File: config.mk
export PLATFORM = sky130hd
export DESIGN_NAME = radar_frame_parser
export DESIGN_NICKNAME = d
export VERILOG_FILES = /design/src/rtl/core/rfp_pkg.sv /design/src/rtl/core/rfp_classify.sv /design/src/rtl/core/rfp_parser.sv /design/src/rtl/core/rfp_out_reg.sv /design/src/rtl/core/radar_frame_parser.sv
export SDC_FILE = /design/constraint.sdc
export NUM_CORES = 1
export LEC_CHECK = 0
export ABC_AREA = 1
export BUFFER_PORTS_ARGS = -buffer_cell sky130_fd_sc_hd__buf_2
export CORE_ASPECT_RATIO = 0.8
export CORE_MARGIN = 2
export CORE_UTILIZATION = 60
export DETAILED_ROUTE_END_ITERATION = 10
export GPL_TIMING_DRIVEN = 0
export PLACE_DENSITY = 0.87
export SYNTH_ARGS = -nofsm -noshare
export SYNTH_HDL_FRONTEND = slang
export SYNTH_HIERARCHICAL = 1
export SYNTH_SLANG_ARGS = --single-unit
File: constraint.sdc
create_clock -name clock -period 11.3 [get_ports clock]
set_input_delay 1.13 -clock clock [delete_from_list [all_inputs] [get_ports clock]]
set_output_delay 1.13 -clock clock [all_outputs]
set_load 0.01 [all_outputs]
File: src/rtl/core/rfp_pkg.sv
// ---------------------------------------------------------------------------
// rfp_pkg: shared types and constants for the radar frame parser
// Status, kind and type codes, register indexes, reset values and the
// result record passed between the parser and the result register.
// ---------------------------------------------------------------------------
package rfp_pkg;

   localparam int MAX_LEN_DEFAULT = 64;
   localparam int HEADER_BYTES    = 8;

   localparam int CSR_INDEX_W = 1;
   localparam logic [CSR_INDEX_W-1:0] CSR_START_BYTE    = 1'b0;
   localparam logic [CSR_INDEX_W-1:0] CSR_PAYLOAD_LIMIT = 1'b1;

   localparam logic [7:0] START_BYTE_RESET    = 8'h01;
   localparam logic [6:0] PAYLOAD_LIMIT_RESET = 7'd64;

   localparam logic [2:0] STATUS_OK       = 3'd0;
   localparam logic [2:0] STATUS_HDR_BAD  = 3'd1;
   localparam logic [2:0] STATUS_TOO_LONG = 3'd2;
   localparam logic [2:0] STATUS_DATA_BAD = 3'd3;
   localparam logic [2:0] STATUS_ABORT    = 3'd4;

   localparam logic [2:0] KIND_BREATH   = 3'd0;
   localparam logic [2:0] KIND_HEART    = 3'd1;
   localparam logic [2:0] KIND_DISTANCE = 3'd2;
   localparam logic [2:0] KIND_HUMAN    = 3'd3;
   localparam logic [2:0] KIND_PHASE    = 3'd4;
   localparam logic [2:0] KIND_OTHER    = 3'd5;
   localparam logic [2:0] KIND_SHORT    = 3'd6;

   localparam logic [15:0] CODE_PHASE    = 16'h0A13;
   localparam logic [15:0] CODE_BREATH   = 16'h0A14;
   localparam logic [15:0] CODE_HEART    = 16'h0A15;
   localparam logic [15:0] CODE_DISTANCE = 16'h0A16;
   localparam logic [15:0] CODE_HUMAN    = 16'h0F09;

   localparam logic [15:0] MIN_LEN_BREATH   = 16'd4;
   localparam logic [15:0] MIN_LEN_HEART    = 16'd4;
   localparam logic [15:0] MIN_LEN_DISTANCE = 16'd8;
   localparam logic [15:0] MIN_LEN_HUMAN    = 16'd1;
   localparam logic [15:0] MIN_LEN_PHASE    = 16'd12;

   localparam logic [31:0] DISTANCE_VALID_WORD = 32'h0000_0001;

   typedef enum logic [3:0] {
      STAGE_HUNT    = 4'b0001,
      STAGE_HEADER  = 4'b0010,
      STAGE_PAYLOAD = 4'b0100,
      STAGE_CHECK   = 4'b1000
   } stage_type;

   typedef struct packed {
      logic [2:0]  status;
      logic [15:0] seq_number;
      logic [15:0] frame_kind_code;
      logic [15:0] payload_length;
      logic [2:0]  kind;
      logic        flag_bit;
      logic [63:0] payload_head;
   } result_type;

   typedef struct packed {
      logic [2:0] kind;
      logic       flag_bit;
   } class_type;

endpackage

File: src/rtl/core/rfp_classify.sv
// ---------------------------------------------------------------------------
// rfp_classify: frame kind decode
// Maps type code and length of a good frame to its kind and the
// distance-valid or human-present flag.
// ---------------------------------------------------------------------------
module rfp_classify (
   input  logic [15:0]          type_code,
   input  logic [15:0]          length,
   input  logic [63:0]          head,
   output rfp_pkg::class_type   cls
);

   logic [31:0] word0;
   logic [31:0] word1;
   logic        float_pos;

   assign word0 = head[31:0];
   assign word1 = head[63:32];

   // positive: sign clear, not zero, not NaN
   assign float_pos = !word1[31] && (word1[30:0] != 31'd0) &&
                      !((word1[30:23] == 8'hFF) && (word1[22:0] != 23'd0));

   always_comb begin
      cls.kind     = rfp_pkg::KIND_OTHER;
      cls.flag_bit = 1'b0;
      case (type_code)
         rfp_pkg::CODE_BREATH: begin
            cls.kind = (length >= rfp_pkg::MIN_LEN_BREATH) ?
                       rfp_pkg::KIND_BREATH : rfp_pkg::KIND_SHORT;
         end
         rfp_pkg::CODE_HEART: begin
            cls.kind = (length >= rfp_pkg::MIN_LEN_HEART) ?
                       rfp_pkg::KIND_HEART : rfp_pkg::KIND_SHORT;
         end
         rfp_pkg::CODE_DISTANCE: begin
            if (length >= rfp_pkg::MIN_LEN_DISTANCE) begin
               cls.kind     = rfp_pkg::KIND_DISTANCE;
               cls.flag_bit = (word0 == rfp_pkg::DISTANCE_VALID_WORD) && float_pos;
            end else begin
               cls.kind = rfp_pkg::KIND_SHORT;
            end
         end
         rfp_pkg::CODE_HUMAN: begin
            if (length >= rfp_pkg::MIN_LEN_HUMAN) begin
               cls.kind     = rfp_pkg::KIND_HUMAN;
               cls.flag_bit = (head[7:0] != 8'd0);
            end else begin
               cls.kind = rfp_pkg::KIND_SHORT;
            end
         end
         rfp_pkg::CODE_PHASE: begin
            cls.kind = (length >= rfp_pkg::MIN_LEN_PHASE) ?
                       rfp_pkg::KIND_PHASE : rfp_pkg::KIND_SHORT;
         end
         default: begin
            cls.kind     = rfp_pkg::KIND_OTHER;
            cls.flag_bit = 1'b0;
         end
      endcase
   end

endmodule

File: src/rtl/core/rfp_parser.sv
// ---------------------------------------------------------------------------
// rfp_parser: frame state machine and field capture
// Steps one transfer per cycle when fire is high through hunt, header, payload
// and checksum, and forms the result record in the cycle of the closing transfer.
// ---------------------------------------------------------------------------
module rfp_parser #(
   parameter int MAX_LEN = rfp_pkg::MAX_LEN_DEFAULT
) (
   input  logic                 clock,
   input  logic                 reset,
   input  logic                 fire,
   input  logic                 cmd,
   input  logic [7:0]           rx_byte,
   input  logic [7:0]           start_byte,
   input  logic [6:0]           payload_limit,
   output logic                 res_valid,
   output rfp_pkg::result_type  res
);

   localparam int POS_W = $clog2(MAX_LEN + 1);

   rfp_pkg::stage_type stage_ff, stage_in;
   logic [POS_W-1:0]   pos_ff, pos_in;
   logic [7:0]         hxor_ff, hxor_in;
   logic [7:0]         dxor_ff, dxor_in;
   logic [15:0]        seq_ff, seq_in;
   logic [15:0]        len_ff, len_in;
   logic [15:0]        type_ff, type_in;
   logic [63:0]        head_ff, head_in;

   logic [POS_W:0]     pos_inc;
   logic [15:0]        lim;
   rfp_pkg::class_type cls;

   assign pos_inc = {1'b0, pos_ff} + {{POS_W{1'b0}}, 1'b1};
   assign lim = (16'(payload_limit) > 16'(MAX_LEN)) ? 16'(MAX_LEN) : 16'(payload_limit);

   rfp_classify u_classify (
      .type_code (type_ff),
      .length    (len_ff),
      .head      (head_ff),
      .cls       (cls)
   );

   always_comb begin
      stage_in  = stage_ff;
      pos_in    = pos_ff;
      hxor_in   = hxor_ff;
      dxor_in   = dxor_ff;
      seq_in    = seq_ff;
      len_in    = len_ff;
      type_in   = type_ff;
      head_in   = head_ff;
      res_valid = 1'b0;
      res.status          = rfp_pkg::STATUS_OK;
      res.seq_number      = seq_ff;
      res.frame_kind_code = type_ff;
      res.payload_length  = len_ff;
      res.kind            = rfp_pkg::KIND_OTHER;
      res.flag_bit        = 1'b0;
      res.payload_head    = head_ff;

      if (fire) begin
         if (cmd) begin
            if (stage_ff != rfp_pkg::STAGE_HUNT) begin
               res_valid  = 1'b1;
               res.status = rfp_pkg::STATUS_ABORT;
               if (stage_ff == rfp_pkg::STAGE_HEADER) begin
                  res.payload_head = 64'd0;
               end
               stage_in = rfp_pkg::STAGE_HUNT;
               pos_in   = '0;
            end
         end else begin
            case (stage_ff)
               rfp_pkg::STAGE_HUNT: begin
                  if (rx_byte == start_byte) begin
                     stage_in = rfp_pkg::STAGE_HEADER;
                     pos_in   = POS_W'(1);
                     hxor_in  = rx_byte;
                     seq_in   = 16'd0;
                     len_in   = 16'd0;
                     type_in  = 16'd0;
                     dxor_in  = 8'd0;
                     head_in  = 64'd0;
                  end
               end
               rfp_pkg::STAGE_HEADER: begin
                  if (pos_ff < POS_W'(rfp_pkg::HEADER_BYTES - 1)) begin
                     hxor_in = hxor_ff ^ rx_byte;
                     case (pos_ff[2:0])
                        3'd1:    seq_in[15:8]  = rx_byte;
                        3'd2:    seq_in[7:0]   = rx_byte;
                        3'd3:    len_in[15:8]  = rx_byte;
                        3'd4:    len_in[7:0]   = rx_byte;
                        3'd5:    type_in[15:8] = rx_byte;
                        default: type_in[7:0]  = rx_byte;
                     endcase
                     pos_in = pos_inc[POS_W-1:0];
                  end else if (~hxor_ff != rx_byte) begin
                     res_valid        = 1'b1;
                     res.status       = rfp_pkg::STATUS_HDR_BAD;
                     res.payload_head = 64'd0;
                     stage_in         = rfp_pkg::STAGE_HUNT;
                     pos_in           = '0;
                  end else if (len_ff > lim) begin
                     res_valid        = 1'b1;
                     res.status       = rfp_pkg::STATUS_TOO_LONG;
                     res.payload_head = 64'd0;
                     stage_in         = rfp_pkg::STAGE_HUNT;
                     pos_in           = '0;
                  end else begin
                     pos_in   = '0;
                     dxor_in  = 8'd0;
                     stage_in = (len_ff == 16'd0) ? rfp_pkg::STAGE_CHECK :
                                                    rfp_pkg::STAGE_PAYLOAD;
                  end
               end
               rfp_pkg::STAGE_PAYLOAD: begin
                  dxor_in = dxor_ff ^ rx_byte;
                  if (pos_ff < POS_W'(8)) begin
                     head_in[pos_ff[2:0]*8 +: 8] = rx_byte;
                  end
                  pos_in = pos_inc[POS_W-1:0];
                  if (16'(pos_inc) >= len_ff) begin
                     stage_in = rfp_pkg::STAGE_CHECK;
                  end
               end
               rfp_pkg::STAGE_CHECK: begin
                  res_valid = 1'b1;
                  stage_in  = rfp_pkg::STAGE_HUNT;
                  pos_in    = '0;
                  if (~dxor_ff != rx_byte) begin
                     res.status = rfp_pkg::STATUS_DATA_BAD;
                  end else begin
                     res.kind     = cls.kind;
                     res.flag_bit = cls.flag_bit;
                  end
               end
               default: begin
                  stage_in = rfp_pkg::STAGE_HUNT;
                  pos_in   = '0;
               end
            endcase
         end
      end
   end

   always_ff @(posedge clock) begin
      if (reset) begin
         stage_ff <= rfp_pkg::STAGE_HUNT;
         pos_ff   <= '0;
         hxor_ff  <= 8'd0;
         dxor_ff  <= 8'd0;
         seq_ff   <= 16'd0;
         len_ff   <= 16'd0;
         type_ff  <= 16'd0;
         head_ff  <= 64'd0;
      end else begin
         stage_ff <= stage_in;
         pos_ff   <= pos_in;
         hxor_ff  <= hxor_in;
         dxor_ff  <= dxor_in;
         seq_ff   <= seq_in;
         len_ff   <= len_in;
         type_ff  <= type_in;
         head_ff  <= head_in;
      end
   end

   a_res_on_fire: assert property (@(posedge clock) disable iff (reset)
      res_valid |-> fire)
      else $error("result without a transfer");

   a_res_to_hunt: assert property (@(posedge clock) disable iff (reset)
      res_valid |=> (stage_ff == rfp_pkg::STAGE_HUNT) && (pos_ff == '0))
      else $error("parser did not return to hunting after a result");

   a_fail_fields: assert property (@(posedge clock) disable iff (reset)
      (res_valid && (res.status != rfp_pkg::STATUS_OK)) |->
      ((res.kind == rfp_pkg::KIND_OTHER) && !res.flag_bit))
      else $error("failed frame carries a kind or flag");

   a_header_pos: assert property (@(posedge clock) disable iff (reset)
      (stage_ff == rfp_pkg::STAGE_HEADER) |->
      ((pos_ff != '0) && (pos_ff < POS_W'(rfp_pkg::HEADER_BYTES))))
      else $error("header position out of range");

endmodule

File: src/rtl/core/rfp_out_reg.sv
// ---------------------------------------------------------------------------
// rfp_out_reg: result register
// Holds one result record until the downstream side takes it; reloads in
// the cycle it is drained.
// ---------------------------------------------------------------------------
module rfp_out_reg (
   input  logic                 clock,
   input  logic                 reset,
   input  logic                 load,
   input  rfp_pkg::result_type  load_data,
   output logic                 free,
   output logic                 out_valid,
   input  logic                 out_ready,
   output rfp_pkg::result_type  out_data
);

   logic                valid_ff, valid_in;
   rfp_pkg::result_type data_ff, data_in;

   assign free      = !valid_ff || out_ready;
   assign out_valid = valid_ff;
   assign out_data  = data_ff;

   always_comb begin
      valid_in = valid_ff;
      data_in  = data_ff;
      if (valid_ff && out_ready) begin
         valid_in = 1'b0;
      end
      if (load) begin
         valid_in = 1'b1;
         data_in  = load_data;
      end
   end

   always_ff @(posedge clock) begin
      if (reset) begin
         valid_ff <= 1'b0;
      end else begin
         valid_ff <= valid_in;
      end
      data_ff <= data_in;
   end

   a_no_overwrite: assert property (@(posedge clock) disable iff (reset)
      load |-> free)
      else $error("result register overwritten before transfer");

   a_load_shows: assert property (@(posedge clock) disable iff (reset)
      load |=> (valid_ff && (data_ff == $past(load_data))))
      else $error("loaded result not presented");

   a_drain_empties: assert property (@(posedge clock) disable iff (reset)
      (valid_ff && out_ready && !load) |=> !valid_ff)
      else $error("drained result still held");

endmodule

File: src/rtl/core/radar_frame_parser.sv
// ---------------------------------------------------------------------------
// radar_frame_parser: start-byte framed radar link parser
// Header and payload checksums, length limit, frame kind decode.
// ---------------------------------------------------------------------------
// One transfer per cycle: a byte or abort is taken in every cycle in which the
// result register is empty or being drained, so the rate is one item per
// clock. The result of the closing byte appears on rsp_ the following cycle.
// The frame state and captured fields are registered on each accepted byte; the
// only stall comes from a result that is not taken downstream.
// ---------------------------------------------------------------------------
module radar_frame_parser #(
   parameter int MAX_LEN = rfp_pkg::MAX_LEN_DEFAULT
) (
   input  logic                              clock,
   input  logic                              reset,
   input  logic                              req_valid,
   output logic                              req_ready,
   input  logic                              req_cmd,
   input  logic [7:0]                        req_rx_byte,
   output logic                              rsp_valid,
   input  logic                              rsp_ready,
   output logic [2:0]                        rsp_status,
   output logic [15:0]                       rsp_seq_number,
   output logic [15:0]                       rsp_frame_kind_code,
   output logic [15:0]                       rsp_payload_length,
   output logic [2:0]                        rsp_kind,
   output logic                              rsp_flag_bit,
   output logic [63:0]                       rsp_payload_head,
   input  logic                              csr_valid,
   output logic                              csr_ready,
   input  logic [rfp_pkg::CSR_INDEX_W-1:0]   csr_index,
   input  logic [7:0]                        csr_data
);

   logic [7:0]          start_ff;
   logic [6:0]          limit_ff;
   logic                fire;
   logic                res_valid;
   logic                free;
   rfp_pkg::result_type res;
   rfp_pkg::result_type out_data;

   assign csr_ready = 1'b1;

   always_ff @(posedge clock) begin
      if (reset) begin
         start_ff <= rfp_pkg::START_BYTE_RESET;
         limit_ff <= rfp_pkg::PAYLOAD_LIMIT_RESET;
      end else if (csr_valid && csr_ready) begin
         case (csr_index)
            rfp_pkg::CSR_START_BYTE:    start_ff <= csr_data;
            rfp_pkg::CSR_PAYLOAD_LIMIT: limit_ff <= csr_data[6:0];
            default: begin
               start_ff <= start_ff;
            end
         endcase
      end
   end

   assign req_ready = free;
   assign fire      = req_valid && req_ready;

   rfp_parser #(
      .MAX_LEN (MAX_LEN)
   ) u_parser (
      .clock         (clock),
      .reset         (reset),
      .fire          (fire),
      .cmd           (req_cmd),
      .rx_byte       (req_rx_byte),
      .start_byte    (start_ff),
      .payload_limit (limit_ff),
      .res_valid     (res_valid),
      .res           (res)
   );

   rfp_out_reg u_out_reg (
      .clock     (clock),
      .reset     (reset),
      .load      (res_valid),
      .load_data (res),
      .free      (free),
      .out_valid (rsp_valid),
      .out_ready (rsp_ready),
      .out_data  (out_data)
   );

   assign rsp_status          = out_data.status;
   assign rsp_seq_number      = out_data.seq_number;
   assign rsp_frame_kind_code = out_data.frame_kind_code;
   assign rsp_payload_length  = out_data.payload_length;
   assign rsp_kind            = out_data.kind;
   assign rsp_flag_bit        = out_data.flag_bit;
   assign rsp_payload_head    = out_data.payload_head;

endmodule

==> results by stage <==
Critical path:
- For the worst setup path, the data arrival time is 3.12 ns.
- The critical path's slowest cell is sky130_fd_sc_hd__inv_4.
- On the worst path, the slowest cell contributes a delay of 0.57 ns.
- The signal on the critical path passes through inv_1, nand2_1, ha_1, inv_1, o21bai_1, nand2_1, nand2_1, nand2_1, nand3_1, nand3_1, nand3_1, nand2_1, inv_4, buf_16.
- The sort of element at the start of the critical path is a flip-flop.
- For the worst setup path, the data required time is 11.51 ns.
- The register-to-register setup slack is 8.38 ns.
- Among the stages of the critical path, the cell type that occurs most often is sky130_fd_sc_hd__nand2_1.
- The startpoint-to-endpoint class of the critical path is reg2reg.
- In this run the worst path has a maximum fanout of 61.
- The worst setup path is captured at a flip-flop.

Route:
- The routed layout has 11200 vias.
- The length of the first detailed-routing pass in iterations is 6.
- After detailed routing, the average wire length per cell comes to 16.3 um.
- The total DRC errors in the routed layout is 0.
- The final layout contains routed wiring with a total length of 33300 um.
- The final antenna-violating net count is 0.
- The starting DRC count in detailed routing is 1419.
- The detailed-route vias per instance is 5.51.

Pwr:
- Summed over all nets, the switching power comes to 1.26 mW.
- Of the total power, combinational logic draws 34.3%.
- The total power of the final layout is 3.33 mW.
- The internal power is 2.07 mW.
- The proportion of total power due to net switching is 37.7%.
- The sequential share of power is 40.8%.
- The analysis attributes to cell leakage a power of 6.28 nW.
- VDD sags by at most 0.132 mV.
- The share of total power dissipated in the clock network is 25.0%.
- The power per standard cell area is 225 nW/um2.

Place:
- The placed cell area is 14000 um2.
- The count of buffers inserted at the top-level ports is 134.
- Summed over all nets, the half-perimeter wirelength after detailed placement is 24200 um.
- At the end of routability-driven placement, the weighted congestion stood at 0.949.

CTS:
- Clock-pin slew was measured on the worst setup and hold paths at 0.07 ns.
- The latest clock arrival within the worst-skew pair is 0.54 ns.
- The TritonCTS sink count is 274.
- The number of CTS-inserted buffers is 26.
- The number of hold-repair buffers added at the cts stage is 0.
- The tree is rooted in a sky130_fd_sc_hd__clkbuf_16.
- TritonCTS built the clock tree.
- The buffer depth of the longest clock path is 3.
- The number of buffers inserted to repair setup after CTS is 0.
- After clock tree synthesis, the repair step resized 0 gates.
- In this run the number of H-tree levels came out at 1.

Yosys:
- After synthesis the cells add up to 13000 um2.
- In the post-synthesis netlist, the biggest area contributors are sky130_fd_sc_hd__edfxtp_1, sky130_fd_sc_hd__dfxtp_1, sky130_fd_sc_hd__nand2_1, sky130_fd_sc_hd__nor2_1, sky130_fd_sc_hd__inv_1.
- The number of library cell types mapped by synthesis is 40.
- The mean instance size in the synthesized netlist is 8.19 um2.
- When the netlist entered floorplanning its net count stood at 1629.
- Of the synthesized area, sequential elements account for 51.5%.
- The commonest register cell after synthesis is sky130_fd_sc_hd__dfxtp_1.
- The dominant cell type by area after synthesis is sky130_fd_sc_hd__edfxtp_1.
- The count of yosys warnings during synthesis is 6.
- The area share of the leading cell type in the synthesized netlist is 27.6%.
- In this run, synthesis inferred 119 flip-flops with an integrated enable.
- The number of instances in the synthesized netlist is 1583.
- The synthesized design contains 274 register bits.
- Of all flip-flops after synthesis, the portion carrying an async set or reset was 0%.

Cells and area:
- At the end of the flow the core is filled with cells to 69.3%.
- The number of fill cells is 1657.
- The share of cells above drive strength 1 is 15.1%.
- The multi-input logic area is 5180 um2.
- From synthesis to final layout, the design area changed by 14.3%.
- The number of nets in the layout is 1792.
- The final standard cell area without fillers is 14800 um2.
- The area used by sequential logic in the layout is 6680 um2.
- The total inserted antenna cells is 0.

Die:
- The total die area is 22800 um2.
- The number of ports placed on the die boundary is 145.
- In this run the horizontal extent of the chip is 168 um.
- In this run the core area contains 48 standard-cell rows.
- The die height is 135 um.
- The core region is 21400 um2.
- The effective utilization at floorplan is 60.6%.

STA:
- The final critical path time including I/O delays and setup is 2.92 ns.
- Setup repair after global routing left no endpoint under its margin.
- The largest clock skew in the final design is 0.0104 ns.
- The final critical path takes up 25.8% of the cycle.
- The peak clock frequency supported by timing is 343 MHz.
- Setup violations remaining at the end of the flow were counted as 0.
- The worst hold slack is 0.433 ns.
- The transition time at the pin with the least slew margin is 0.857 ns.
- The relative slew slack is 42.7%.
- The final number of hold-violating endpoints is 0.
- Summed over all failing endpoints, the final setup total negative slack is 0 ns.
- The count of pins over their slew limit is 0.

Global route:
- The total congestion overflow is 0.
- Across every metal layer, demand over resource in global routing totals 28.6%.
- The number of antenna violations at the first check in global routing is 0.
- The via count of the first global-routing pass is 10100.
- The global-route wire length before repair is 51800 um.
- Entering global routing, the biggest net connects 62 pins.

Run status:
- The run finished with clean final reports.

Job:
- The max-cap violation count is 0.

Min path:
- The class of the worst hold path is reg2reg.
-- synth_stat cells, types with 18 or more instances --
cell / instances
sky130_fd_sc_hd__dfxtp_1: 155
sky130_fd_sc_hd__inv_1: 199
sky130_fd_sc_hd__ha_1: 23
sky130_fd_sc_hd__nand2_1: 292
sky130_fd_sc_hd__o21ai_0: 41
sky130_fd_sc_hd__a21boi_0: 53
sky130_fd_sc_hd__o21bai_1: 39
sky130_fd_sc_hd__or2_2: 18
sky130_fd_sc_hd__nor2_1: 240
sky130_fd_sc_hd__clkbuf_1: 34
sky130_fd_sc_hd__buf_2: 24
sky130_fd_sc_hd__nand4_1: 19
sky130_fd_sc_hd__a21oi_1: 94
sky130_fd_sc_hd__edfxtp_1: 119
sky130_fd_sc_hd__nand3_1: 124
-- power groups by stage --
| stage | clock network (mW) | logic, mW | registers [mW] |
|---|---|---|---|
| global route | 0.876 | 1.27 | 1.38 |
| finish | 0.831 | 1.14 | 1.36 |
| global placement | 0 | 1.05 | 1.38 |
| CTS | 0.838 | 1.12 | 1.36 |
| floorplan | 0 | 0.751 | 1.41 |
| detailed placement | 0 | 1.11 | 1.38 |
-- kinds of logic (layout without fill, tap and decap cells) --
| family | Yosys count | after routing | share of synthesized area, % |
|---|---|---|---|
| simple gates | 751 | 751 | 25.1 |
| flops | 274 | 274 | 51.5 |
| xor+xnor | 24 | 24 | 1.62 |
| compound gates | 235 | 235 | 11.0 |
| fa+ha+maj | 23 | 23 | 2.22 |
| buf+inv | 275 | 458 | 8.50 |
| other cells | 1 | 1 | 0.0289 |
-- metal layers --
metal	track usage, %	vias up	part of all wire, %
met5	0	-	0
met4	7.23	0	2.4
met3	4.59	66	11
met2	45.2	631	44
met1	41.4	5116	43
li1	-	5432	-
-- placed cells by master (no fill, tap or decap), drive strengths merged, types with 19 or more instances in the layout --
master | Yosys | final
a21boi | 56 | 56
a21oi | 95 | 95
buf | 33 | 168
clkbuf | 34 | 67
dfxtp | 155 | 155
edfxtp | 119 | 119
ha | 23 | 23
inv | 207 | 207
nand2 | 303 | 303
nand3 | 125 | 125
nand4 | 19 | 19
nor2 | 258 | 258
o21ai | 42 | 42
o21bai | 39 | 39
or2 | 19 | 19
-- state kept, by name, summed over array words and instances, names as in the netlist --
register and flops:
start_ff 8, u_out_reg/out_data 119, limit_ff 7, u_parser/dxor_ff 8, u_parser/head_ff 64, u_out_reg/out_valid 1
u_parser/seq_ff 16, u_parser/pos_ff 7, u_parser/hxor_ff 8, u_parser/type_ff 16, u_parser/len_ff 16, u_parser/stage_ff 4
-- layout make-up --
cell class	count	share of cell area, %
Inverter	208	5.30
Sequential cell	274	45.1
Timing Repair Buffer	135	4.71
Multi-Input combinational cell	1034	35.0
Clock buffer	33	4.71
Buffer	67	2.15
Tap cell	275	2.32
Clock inverter	15	0.760
-- metrics by stage --
step	std cells	worst slack (ns)
2_1_floorplan	1583	6.69
3_3_place_gp	1992	5.59
3_5_place_dp	1993	7.93
4_1_cts	2041	8.40
5_1_grt	2041	8.11
6_report	2041	8.38
-- worst paths after layout --
check | cells after the start | startpoint | endpoint
max | 14 | limit_ff[6]$_SDFFE_PP1P_ | u_out_reg/out_data[45]$_DFFE_PP_
min reg2reg | 0 | u_parser/seq_ff[12]$_SDFFE_PP0P_ | u_out_reg/out_data[112]$_DFFE_PP_
min | 0 | u_parser/seq_ff[12]$_SDFFE_PP0P_ | u_out_reg/out_data[112]$_DFFE_PP_
max reg2reg | 14 | limit_ff[6]$_SDFFE_PP1P_ | u_out_reg/out_data[45]$_DFFE_PP_
-- worst max-delay path, delay by kind of cell, from the launching register on --
family,cells,cell delay [ns]
DFF,1,0.32
buffers and inverters,4,1.14
adders and majority gates,1,0.29
AOI/OAI and AO/OA,1,0.11
and+or+nand+nor,8,0.69
Note: power is estimated with default switching activity, not from simulation.
